File: config.mk
export PLATFORM = sky130hd
export DESIGN_NAME = oks_cell
export DESIGN_NICKNAME = d
export VERILOG_FILES = /design/src/oks_pkg.sv /design/src/oks_cell.sv
export SDC_FILE = /design/constraint.sdc
export NUM_CORES = 1
export LEC_CHECK = 0
export ABC_AREA = 0
export ABC_CLOCK_PERIOD_IN_PS = 1650
export BUFFER_PORTS_ARGS = -buffer_cell sky130_fd_sc_hd__buf_4
export CELL_PAD_IN_SITES_DETAIL_PLACEMENT = 1
export CELL_PAD_IN_SITES_GLOBAL_PLACEMENT = 2
export CORE_UTILIZATION = 21
export DETAILED_ROUTE_END_ITERATION = 12
export HOLD_SLACK_MARGIN = 0.15
export PLACE_DENSITY_LB_ADDON = 0.08
export SLEW_MARGIN = 20
export SYNTH_ARGS = -nofsm -noshare
export SYNTH_HDL_FRONTEND = slang
export SYNTH_SLANG_ARGS = --single-unit
File: constraint.sdc
create_clock -name clk -period 1.65 [get_ports clk]
set_input_delay 0.0825 -clock clk [delete_from_list [all_inputs] [get_ports clk]]
set_output_delay 0.0825 -clock clk [all_outputs]
set_load 0.005 [all_outputs]
File: src/oks_pkg.sv
package oks_pkg;

    localparam int CAPACITY  = 64;
    localparam int KEY_WIDTH = 32;
    localparam int CNT_W     = $clog2(CAPACITY + 1);
    localparam int COUNT_W   = 7;

    typedef enum logic [1:0] {
        OP_ADD      = 2'd0,
        OP_REMOVE   = 2'd1,
        OP_CONTAINS = 2'd2
    } op_t;

    localparam logic [1:0] ST_DONE = 2'd0;
    localparam logic [1:0] ST_MISS = 2'd1;
    localparam logic [1:0] ST_FULL = 2'd2;

    typedef struct packed {
        logic                        add;
        logic                        remove;
        logic signed [KEY_WIDTH-1:0] new_key;
    } cmd_t;

endpackage

File: src/oks_cell.sv
module oks_cell (
    input  logic                                 clk,
    input  logic                                 rst_n,
    input  logic                                 cmp_en,
    input  logic signed [oks_pkg::KEY_WIDTH-1:0] cmp_key,
    input  oks_pkg::cmd_t                        cmd,
    input  logic signed [oks_pkg::KEY_WIDTH-1:0] left_key,
    input  logic                                 left_valid,
    input  logic                                 left_ge,
    input  logic signed [oks_pkg::KEY_WIDTH-1:0] right_key,
    input  logic                                 right_valid,
    output logic signed [oks_pkg::KEY_WIDTH-1:0] key_out,
    output logic                                 valid_out,
    output logic                                 ge_out,
    output logic                                 hit_out
);
    import oks_pkg::*;

    logic signed [KEY_WIDTH-1:0] key_reg;
    logic signed [KEY_WIDTH-1:0] key_next;
    logic                        valid_reg;
    logic                        valid_next;
    logic                        ge_reg;
    logic                        hit_reg;

    // Cells at or after the request's position shift; on add the first one takes the new key.
    always_comb
    begin
        key_next   = key_reg;
        valid_next = valid_reg;
        if (cmd.add && ge_reg)
        begin
            if (left_ge)
            begin
                key_next   = left_key;
                valid_next = left_valid;
            end
            else
            begin
                key_next   = cmd.new_key;
                valid_next = 1'b1;
            end
        end
        else if (cmd.remove && ge_reg)
        begin
            key_next   = right_key;
            valid_next = right_valid;
        end
    end

    always_ff @(posedge clk)
    begin
        key_reg <= key_next;
    end

    always_ff @(posedge clk or negedge rst_n)
    begin
        if (!rst_n)
        begin
            valid_reg <= 1'b0;
            ge_reg    <= 1'b0;
            hit_reg   <= 1'b0;
        end
        else
        begin
            valid_reg <= valid_next;
            if (cmp_en)
            begin
                ge_reg  <= !(valid_reg && (key_reg < cmp_key));
                hit_reg <= valid_reg && (key_reg == cmp_key);
            end
        end
    end

    assign key_out   = key_reg;
    assign valid_out = valid_reg;
    assign ge_out    = ge_reg;
    assign hit_out   = hit_reg;

endmodule

; ---- Word level (Yosys, flattened, before mapping)
; Cells that the tools add are included.
[classes]
order_cmp = 1
eq_ne = 1
mux = 6
n_reduce_logical = 6
[ops]
columns = cell, count
row1 = 32-bit 2-to-1 mux, 3
row2 = 32-bit equality test, 1
row3 = 32-bit < comparator, 1
row4 = 1-bit logical AND, 4
row5 = 1-bit 2-to-1 mux, 3
row6 = 2-bit nonzero test, 1
row7 = 1-bit logical NOT, 1
[word_totals]
regBits = 35
inputBits = 136
output_inout_bits = 35
elab_cells = 18

; ---- Longest topological paths before layout
; Gate-level depths: netlist of the first run.
[depth]
word_depth = 3
depth_mapped = 8
mapped_depth_nobuf = 8

; ---- Worst setup path after synthesis of the first run
; No wires, ideal clock.
[synth_path]
kind = register to register
from = register key_reg[10] (netlist: key_out[10])
to = register ge_reg (netlist: ge_out)
setup_ns = 0.134
t_arrival_ns = 1.663
required_time_ns = 1.516
setup_slack_ns = -0.147
path_stages_with_launch = 8
path_buffers = 0
period_less_slack_ns = 1.797
path_cell_list = edfxtp_1 > ha_1 > a21oi_1 > nand2_1 > a221oi_2 > nor3_2 > a2111oi_1 > nor3_1
[synth_between]
elab_chain_cells = 3
[synth_rtl]
columns = item, line_no
row1 = from (decl), oks_cell.sv:19  ; logic signed [KEY_WIDTH-1:0] key_reg;
row2 = from (signal assigned), oks_cell.sv:53  ; key_reg <= key_next;
row3 = 32-bit < comparator, oks_cell.sv:69  ; ge_reg <= !(valid_reg && (key_reg < cmp_key));
row4 = 1-bit logical AND, oks_cell.sv:69
row5 = 1-bit logical NOT, oks_cell.sv:69
row6 = to (signal assigned), oks_cell.sv:69
row7 = to (decl), oks_cell.sv:23  ; logic ge_reg;
; No other way between the ends.
; A chain may end at the register's enable or synchronous reset.

; ---- Worst setup path after layout of the first run
[layout_path]
from = register key_reg[30] (netlist: key_out[30])
to = register ge_reg (netlist: ge_out)
; Same word-level chain as after synthesis.

==> summary.md, run 1 <==
| Metric | Value |
|---|---|
| Actual slew at the worst max-slew pin | `0.460 ns` |
| Final Max Tran Viols | `0` |
| Unrepaired setup endpoints after global routing | `true` |
| FFs w/ async S/R, synth | `8.57%` |
| Peak VDD IR | `351 uV` |
| Crit path cell chain | `ha_4 > a21oi_2 > nand2_1 > a221oi_2 > nand3_2 > a2111oi_4 > nor3_1` |
| Reg clk slew, reported paths | `0.06 ns` |
| Post-route design area | `4890 um^2` |
| Starting density of the core | `21.6%` |
| Avg WL per Cell | `13.4 um` |
| CTS tree | `yes` |
| Fmax achieved | `532 MHz` |
| Global placer's final weighted congestion | `0.683` |
| Diodes inserted | `0` |
| R2R Path Start | `key_out[30]$_DFFE_PP_` |
| Top cells by area, synth | `edfxtp_1 (37%), ha_1 (15%), mux2i_1 (12%), a21oi_1 (8.6%), inv_1 (5.2%)` |
| Syn_nets | `442` |
| Drt initial violations | `37` |
| Total CTS buffers | `5` |
| CP max stage delay | `0.43 ns` |
| Top Ports | `171` |
| M1 WL | `3.67 mm` |
| Mapped Cells | `274` |
| Reg2reg setup slack | `-0.23 ns` |
| Die Span Y | `113 um` |
| Area leader, netlist | `edfxtp_1` |
| Row cnt | `40` |
| Die width | `113 um` |
| First-pass GRT wire length | `14.7 mm` |
| CTS sink count | `35` |
| Hpwl dp | `7.27 mm` |
| Yosys reg bits | `35` |
| Max-cap violations | `0` |
| Crit. Startpoint | `key_out[30]$_DFFE_PP_` |
| Via-to-Cell Ratio | `4.13` |
| Final Skew | `0.00561 ns` |
| Power Density | `1060 nW/um^2` |
| Setup crit end kind | `flop` |
| IO buf count | `170` |
| Post-synth EDFFs | `32` |
| Largest net degree at the start of global routing | `34` |
| Root buffer selected by CTS | `clkbuf_16` |
| Net count, final | `670` |
| Count of cell types in the netlist | `32` |
| Crit path to | `ge_out$_DFFE_PN0P_` |
| Slew headroom | `69.0%` |
| Hold Vio Cnt, Final | `0` |
| Post-DP Area | `4390 um^2` |
| Final WL | `9.01 mm` |
| Initial DRT Pass Iterations | `4` |
| Die area | `12800 um^2` |
| Core ar. | `12100 um^2` |
| Residual DRC | `0` |
| Final ANT Viol Nets | `0` |
| Status | `complete, but fails checks` |
| Crit Path Max Fanout | `3` |
| Routed wl met3 | `688 um` |
| Worst R2R End | `ge_out$_DFFE_PN0P_` |
| Worst skew pair latency | `0.28 ns` |
| Overall Global Routing Usage | `14.6%` |
| Synthesis-to-finish area growth | `87.9%` |
| Leakage | `2.40 nW` |
| Count leader, synth | `a21oi_1` |
| Clock H-tree levels | `2` |
| Sequential share of the synthesized area | `39.8%` |
| Syn. warnings | `0` |
| CP max-delay cell | `edfxtp_1` |
| Initial antenna violation count | `0` |
| Netlist Area Pre-Place | `2600 um^2` |
| Worst Path Arrival | `2.04 ns` |
| Critical path class | `reg2reg` |
| Worst Setup Slack, final | `-0.229 ns` |
| Share of the cycle needed by the critical path after routing | `114%` |
| Final setup viols | `2` |
| Top_reg_cell synth | `edfxtp_1` |
| Fill count | `1436` |
| Period minus WS final | `1.88 ns` |
| Final Core Density | `40.6%` |
| GRT overflow | `0` |
| Vias in the first global route | `3079` |
| Post-synth top cells | `a21oi_1 (45), inv_1 (36), nor2_1 (36)` |
| FF-to-FF path depth | `7` |
| Syn avg cell area | `9.50 um^2` |
| Max Used Layer | `met4` |
| Min-Delay Path Class | `in2reg` |
| Req. time, crit path | `1.81 ns` |
| Share of the synthesized area in the top cell type | `36.9%` |
| Crit start category | `flop` |
| Met2 WL | `4.58 mm` |
| Vias | `2773` |
| Share of layout cells above drive strength 1 | `47.9%` |
| Max Root-Sink Buffers | `2` |
| Hold path cells | `3` |
| Failing checks | `setup timing` |
## repair_timing
item,CTS,global route
pin swaps,6,4
buffers inserted,4,1
gates resized for setup,9,6
hold endpoints to repair,25,0
endpoints found under the setup margin,2,2
hold buffers,22,0
## worst min-delay path by stage
stage / start / to / slack, ns
3_5_place_dp: rst_n / hit_out$_DFFE_PN0P_ / -0.12
3_3_place_gp: rst_n / ge_out$_DFFE_PN0P_ / -0.12
5_1_grt: rst_n / hit_out$_DFFE_PN0P_ / 0.17
4_1_cts: rst_n / valid_out$_DFFE_PN0P_ / 0.15
6_report: right_key[27] / key_out[27]$_DFFE_PP_ / 0.15
2_1_floorplan: rst_n / ge_out$_DFFE_PN0P_ / -0.21
## critical path, delay by kind of cell, from the launching register on
family / cells / cell delay, ns
simple gates: 3 / 0.31
compound gates: 3 / 0.76
flops: 1 / 0.43
fa+ha+maj: 1 / 0.25
## through the flow
stage	TNS, ns	power [mW]	std cells	hold slack (ns)	setup slack (ns)
floorplan	-0.100	2.56	274	-0.213	-0.100
global placement	-0.244	4.01	637	-0.122	-0.182
detailed placement	-0.376	4.06	637	-0.120	-0.258
CTS	-0.277	5.21	671	0.153	-0.230
global route	-0.492	5.60	671	0.167	-0.343
finish	-0.275	5.16	671	0.150	-0.229
## metal layers
layer  vias up  GRT usage (%)
met5         -              0
met4         0           3.68
met3         5           4.12
met2        97           27.4
met1      1242           16.1
li1       1429              -
## cells in the final DEF, fill, tap and decap left out, types with 2 or more instances in the layout
master / count
nor2_1: 36
nand3_1: 4
clkinv_2: 3
mux2i_1: 32
inv_1: 36
dfrtp_1: 3
clkbuf_16: 5
nand2_2: 2
o21ai_1: 3
dlygate4sd3_1: 22
nand4_1: 3
nand2_1: 13
ha_1: 25
buf_12: 3
buf_4: 206
and2_2: 2
edfxtp_1: 32
ha_4: 7
a221oi_2: 2
o21ai_0: 5
a21oi_1: 44
## registers in the layout, indices dropped and copies added, names as in the netlist
| signal | count |
|---|---|
| valid_out | 1 |
| hit_out | 1 |
| key_out | 32 |
| ge_out | 1 |
## power by group
group / internal (mW) / total [mW] / switching [mW]
Sequential: 1.39 / 1.62 / 0.231
Combinational: 1.49 / 2.61 / 1.12
Clock: 0.551 / 0.926 / 0.375
Total: 3.43 / 5.16 / 1.73
## cells by family (layout without fill, tap and decap cells)
family	Yosys count	in the layout	synth area share, %
fa+ha+maj	32	32	15.4
buf+inv	47	276	6.97
simple gates	70	70	13.5
compound gates	58	58	12.1
mux	32	32	12.3
flops	35	35	39.8
## cell type report
type	count	area, um^2	area share [%]
timing repair buffer	232	1840	37.6
inverter	36	135	2.76
sequential	35	1040	21.2
multi-input combinational	192	1530	31.3
clock inverter	3	15.0	0.307
tap	168	210	4.30
clock buffer	5	125	2.56
(Power assumes the default switching activity.)
==> run 2, diff against run 1 <==
- PLACE_DENSITY: default -> 0.77
- PLACE_DENSITY_LB_ADDON: 0.08 -> default
==> run 2 against run 1 <==
  * The run still ends with setup timing left
  * Non-clock buffer count decreased by 8
  * Clock-buffer cell count increased by 3
  * Cell area down 1.7%
  * Worst hold slack improved by 0.0031 ns
==> summary.md, run 2 (same netlist as run 1, synthesis figures left out) <==
| Metric | Value |
|---|---|
| Switching Fraction | `33.5%` |
| Row cnt | `40` |
| Vias | `2794` |
| Total CTS buffers | `5` |
| Core ar. | `12100 um^2` |
| Starting density of the core | `21.6%` |
| Die width | `113 um` |
| Setup TNS | `-0.210 ns` |
| Clock power share | `17.5%` |
| Share of layout cells above drive strength 1 | `47.7%` |
| Final Max Tran Viols | `0` |
| Final ANT Viol Nets | `0` |
| Max Root-Sink Buffers | `2` |
| Via-to-Cell Ratio | `4.21` |
| Period minus WS final | `1.85 ns` |
| Delay-heaviest family, CP | `simple AND/OR/NAND/NOR gates` |
| Overall Global Routing Usage | `14.9%` |
| Vias in the first global route | `3105` |
| CP max stage delay | `0.43 ns` |
| Buffers and inverters on the worst path | `0` |
| Actual slew at the worst max-slew pin | `0.347 ns` |
| First-pass GRT wire length | `14.8 mm` |
| Peak VDD IR | `524 uV` |
| Clock H-tree levels | `2` |
| Failing checks | `setup timing` |
| Worst Path Arrival | `2.00 ns` |
| Final WL | `9.52 mm` |
| Slew headroom | `76.6%` |
| Worst skew pair latency | `0.27 ns` |
| Setup crit end kind | `flop` |
| Final Core Density | `39.9%` |
| Post-route insts no fill | `663` |
| Leakage | `2.36 nW` |
| CTS tree | `yes` |
| Fmax achieved | `542 MHz` |
| CP max-delay cell | `edfxtp_1` |
| Crit path cell chain | `ha_4 > nand4_4 > nor4_4 > a221oi_2 > nand3_2 > and4b_1 > nor3_2` |
| Worst Setup Slack, final | `-0.196 ns` |
| Avg WL per Cell | `14.4 um` |
| Logic pwr share | `51.3%` |
| GRT overflow | `0` |
| Share of the cycle needed by the critical path after routing | `112%` |
| Post-placement cell count | `637` |
| Die Span Y | `113 um` |
| Largest net degree at the start of global routing | `41` |
| Int Pwr | `3.44 mW` |
| Most common cell after layout, fill and taps aside | `buf_4` |
| CTS sink count | `35` |
| Initial antenna violation count | `0` |
| Die area | `12800 um^2` |
| Root buffer selected by CTS | `clkbuf_16` |
| Crit start category | `flop` |
| Number of flip-flops in the largest register | `32` |
| Final Skew | `0.00408 ns` |
| Req. time, crit path | `1.80 ns` |
| Final setup viols | `2` |
| IO buf count | `170` |
| Commonest cells after routing, fill and taps aside | `buf_4 (206), a21oi_1 (45), inv_1 (36), nor2_1 (36)` |
| Switching pwr | `1.73 mW` |
| Initial DRT Pass Iterations | `4` |
| Sequential power share | `31.2%` |
| Synthesis-to-finish area growth | `84.7%` |
| Drt initial violations | `42` |
| Max-cap violations | `0` |
| Top Ports | `171` |
| Hold_ws | `0.153 ns` |
| Global placer's final weighted congestion | `0.715` |
| Hold Vio Cnt, Final | `0` |
| Crit Path Max Fanout | `3` |
| Diodes inserted | `0` |
| Residual DRC | `0` |
| Hpwl dp | `7.74 mm` |
| Critical path class | `reg2reg` |
| Status | `complete, but fails checks` |
| Min-Delay Path Class | `in2reg` |
| Unrepaired setup endpoints after global routing | `true` |
| Power Density | `1080 nW/um^2` |
| Net count, final | `662` |
| Reg clk slew, reported paths | `0.06 ns` |
==> run 2: cell count changes in the layout (fill, tap and decap cells not counted), moves of 2 or more <==
cell	previous run	this run
dlygate4sd3_1	22	15
clkbuf_1	0	3
clkinv_2	3	0
o21ai_0	5	3
o21ai_1	3	5
==> run 2: final cells by class <==
type	count	area, um^2
multi-input combinational	192	1540
inverter	36	135
clock buffer	8	136
tap	168	210
fill	1437	7250
sequential	35	1040
timing repair buffer	224	1750
==> run 2: worst paths after layout <==
path                            cells after the start               endpoint  slack [ns]                   from
worst max-delay path                                7     ge_out$_DFFE_PN0P_       -0.20  key_out[26]$_DFFE_PP_
worst min-delay path                                3  key_out[16]$_DFFE_PP_        0.15          right_key[16]
worst max register to register                      7     ge_out$_DFFE_PN0P_       -0.20  key_out[26]$_DFFE_PP_
worst min register to register                      2    hit_out$_DFFE_PN0P_        0.55    hit_out$_DFFE_PN0P_
max in group asynchronous                           2     ge_out$_DFFE_PN0P_        1.38                  rst_n
min in group asynchronous                           2  valid_out$_DFFE_PN0P_        0.17                  rst_n
==> run 2: worst min-delay path: stages <==
cell and delay [ns]:
buf_4 0.08, nor2_1 0.03, a21oi_1 0.11
==> run 2: routing by layer <==
metal	wire length, um	part of all wire, %	track usage (%)
met1	3790	40	16.7
met2	5090	53	28.5
met3	475	5.0	2.20
met4	169	1.8	4.91
met5	0	0	0
==> run 2: repair_timing <==
action,4_1_cts,5_1_grt
pin swaps,9,2
resized for setup,13,3
endpoints found under the setup margin,2,2
hold buffers,15,0
buffers inserted,1,2
hold endpoints to repair,18,0
==> run 2: through the flow <==
stage / area, um^2 / power [mW] / setup slack (ns)
global placement: 4380 / 3.98 / -0.190
global route: 4810 / 5.56 / -0.284
CTS: 4790 / 5.22 / -0.159
floorplan: 2640 / 2.56 / -0.100
finish: 4810 / 5.17 / -0.196
detailed placement: 4380 / 4.08 / -0.237
==> run 2: power by group through the flow <==
stage / Clock [mW] / Combinational (mW) / Sequential [mW]
finish: 0.905 / 2.65 / 1.61
global route: 0.969 / 2.93 / 1.66
detailed placement: 0 / 2.46 / 1.62
floorplan: 0 / 0.948 / 1.61
global placement: 0 / 2.39 / 1.59
CTS: 0.945 / 2.65 / 1.62
==> run 3, diff against run 2 <==
- CAP_MARGIN: default -> 20
- RECOVER_POWER: default -> 25
==> run 3 against run 2 <==
  * The flow still finishes with violations (setup timing)
  * Global-route usage did not move
  * Critical endpoint unchanged
  * Highest routed layer unchanged
  * Flip-flop and latch count unchanged
  * Clock skew down 0.00057 ns
==> summary.md, run 3 (same netlist as run 1, synthesis figures left out) <==
| Metric | Value |
|---|---|
| Slew headroom | `76.7%` |
| Critical path class | `reg2reg` |
| Worst R2R End | `ge_out$_DFFE_PN0P_` |
| Worst Path Arrival | `2.00 ns` |
| CTS sink count | `35` |
| Diodes inserted | `0` |
| Overall Global Routing Usage | `14.9%` |
| Hold path start | `right_key[16]` |
| Max-cap violations | `0` |
| Power Density | `1070 nW/um^2` |
| Peak VDD IR | `523 uV` |
| Failing checks | `setup timing` |
| Min-Delay Path Class | `in2reg` |
| Commonest cells after routing, fill and taps aside | `buf_4 (184), a21oi_1 (45), inv_1 (36), nor2_1 (36)` |
| Net count, final | `662` |
| Max Root-Sink Buffers | `2` |
| Total CTS buffers | `5` |
| Top Ports | `171` |
| Most common cell after layout, fill and taps aside | `buf_4` |
| Number of flip-flops in the largest register | `32` |
| Final ANT Viol Nets | `0` |
| Root buffer selected by CTS | `clkbuf_16` |
| Fill count | `1448` |
| Starting density of the core | `21.6%` |
| Crit path cell chain | `ha_4 > nand4_4 > nor4_4 > a221oi_2 > nand3_2 > and4b_1 > nor3_2` |
| Synthesis-to-finish area growth | `83.4%` |
| First-pass GRT wire length | `14.8 mm` |
| Hold path cells | `3` |
| WHS Endpoint | `key_out[16]$_DFFE_PP_` |
| Die area | `12800 um^2` |
| Worst skew pair latency | `0.27 ns` |
| Initial DRT Pass Iterations | `4` |
| Delay-heaviest family, CP | `simple AND/OR/NAND/NOR gates` |
| Leakage | `2.32 nW` |
| Post-placement cell count | `637` |
| Residual DRC | `0` |
| Drt initial violations | `37` |
| Clock H-tree levels | `2` |
| Die Span Y | `113 um` |
| Fmax achieved | `542 MHz` |
| Actual slew at the worst max-slew pin | `0.347 ns` |
| Share of layout cells above drive strength 1 | `45.9%` |
| Buffers and inverters on the worst path | `0` |
| Reg2reg setup slack | `-0.19 ns` |
| Unrepaired setup endpoints after global routing | `true` |
| CTS tree | `yes` |
| Final Max Tran Viols | `0` |
| Post-route insts no fill | `663` |
| FF-to-FF path depth | `7` |
| IO buf count | `170` |
| Crit Path Max Fanout | `3` |
| Core ar. | `12100 um^2` |
| Share of the cycle needed by the critical path after routing | `112%` |
| Vias | `2802` |
| R2R Path Start | `key_out[26]$_DFFE_PP_` |
| Avg WL per Cell | `14.4 um` |
| GRT overflow | `0` |
| Reg clk slew, reported paths | `0.06 ns` |
| Worst Setup Slack, final | `-0.195 ns` |
| Crit start category | `flop` |
| Setup crit end kind | `flop` |
| CP max-delay cell | `edfxtp_1` |
| Row cnt | `40` |
| Final Core Density | `39.6%` |
| Die width | `113 um` |
| Status | `complete, but fails checks` |
| Final setup viols | `2` |
| Largest net degree at the start of global routing | `41` |
| Flip-flop and latch area | `1040 um^2` |
| Hold Vio Cnt, Final | `0` |
| Req. time, crit path | `1.80 ns` |
| Hpwl dp | `7.74 mm` |
| CP max stage delay | `0.43 ns` |
| Global placer's final weighted congestion | `0.715` |
| Period minus WS final | `1.84 ns` |
| Final WL | `9.52 mm` |
| Vias in the first global route | `3105` |
| Final Skew | `0.00351 ns` |
| Via-to-Cell Ratio | `4.23` |
| Multi-input gate area | `1540 um^2` |
| Initial antenna violation count | `0` |
==> run 3: stage by stage <==
stage	setup slack (ns)	hold WS (ns)	total power [mW]	setup TNS, ns	cell area (um^2)
2_1_floorplan	-0.100	-0.213	2.56	-0.100	2640
3_3_place_gp	-0.190	-0.124	3.98	-0.241	4380
3_5_place_dp	-0.237	-0.121	4.08	-0.309	4380
4_1_cts	-0.159	0.158	5.22	-0.179	4790
5_1_grt	-0.284	0.166	5.50	-0.360	4770
6_report	-0.195	0.153	5.11	-0.208	4770
==> run 3: worst max-delay path by stage <==
stage	from	depth (start not counted)	to
after floorplan	key_out[17]$_DFFE_PP_	7	ge_out$_DFFE_PN0P_
after global placement	key_out[17]$_DFFE_PP_	7	ge_out$_DFFE_PN0P_
after detailed placement	key_out[17]$_DFFE_PP_	7	ge_out$_DFFE_PN0P_
after CTS	key_out[26]$_DFFE_PP_	7	ge_out$_DFFE_PN0P_
after global routing	key_out[26]$_DFFE_PP_	7	ge_out$_DFFE_PN0P_
final	key_out[26]$_DFFE_PP_	7	ge_out$_DFFE_PN0P_
==> run 3: routing by layer <==
metal,GRT usage (%),share of wire (%)
met1,16.7,40
met5,0,0
met4,4.91,1.8
met2,28.5,53
met3,2.20,5.3
==> run 3: worst min-delay path: stages <==
cell     delay, ns
buf_4         0.08
nor2_1        0.03
a21oi_1       0.11
==> run 3: cell type report <==
type,instances,share of cell area (%)
Timing Repair Buffer,224,35.9
Multi-Input combinational cell,192,32.3
Sequential cell,35,21.7
Tap cell,168,4.40
Clock buffer,8,2.86
Inverter,36,2.83
==> run 3: what timing repair did <==
action,4_1_cts,5_1_grt
gates resized for setup,13,3
gates cloned,0,0
hold endpoints to repair,18,0
hold buffers,15,0
setup endpoints to repair,2,2
setup buffers,1,2
pin swaps,9,2
==> run 3: where the power goes <==
group	switching, mW	leakage (nW)	internal [mW]
registers	0.219	0.348	1.39
clock network	0.343	0.0652	0.562
logic	1.17	1.91	1.43
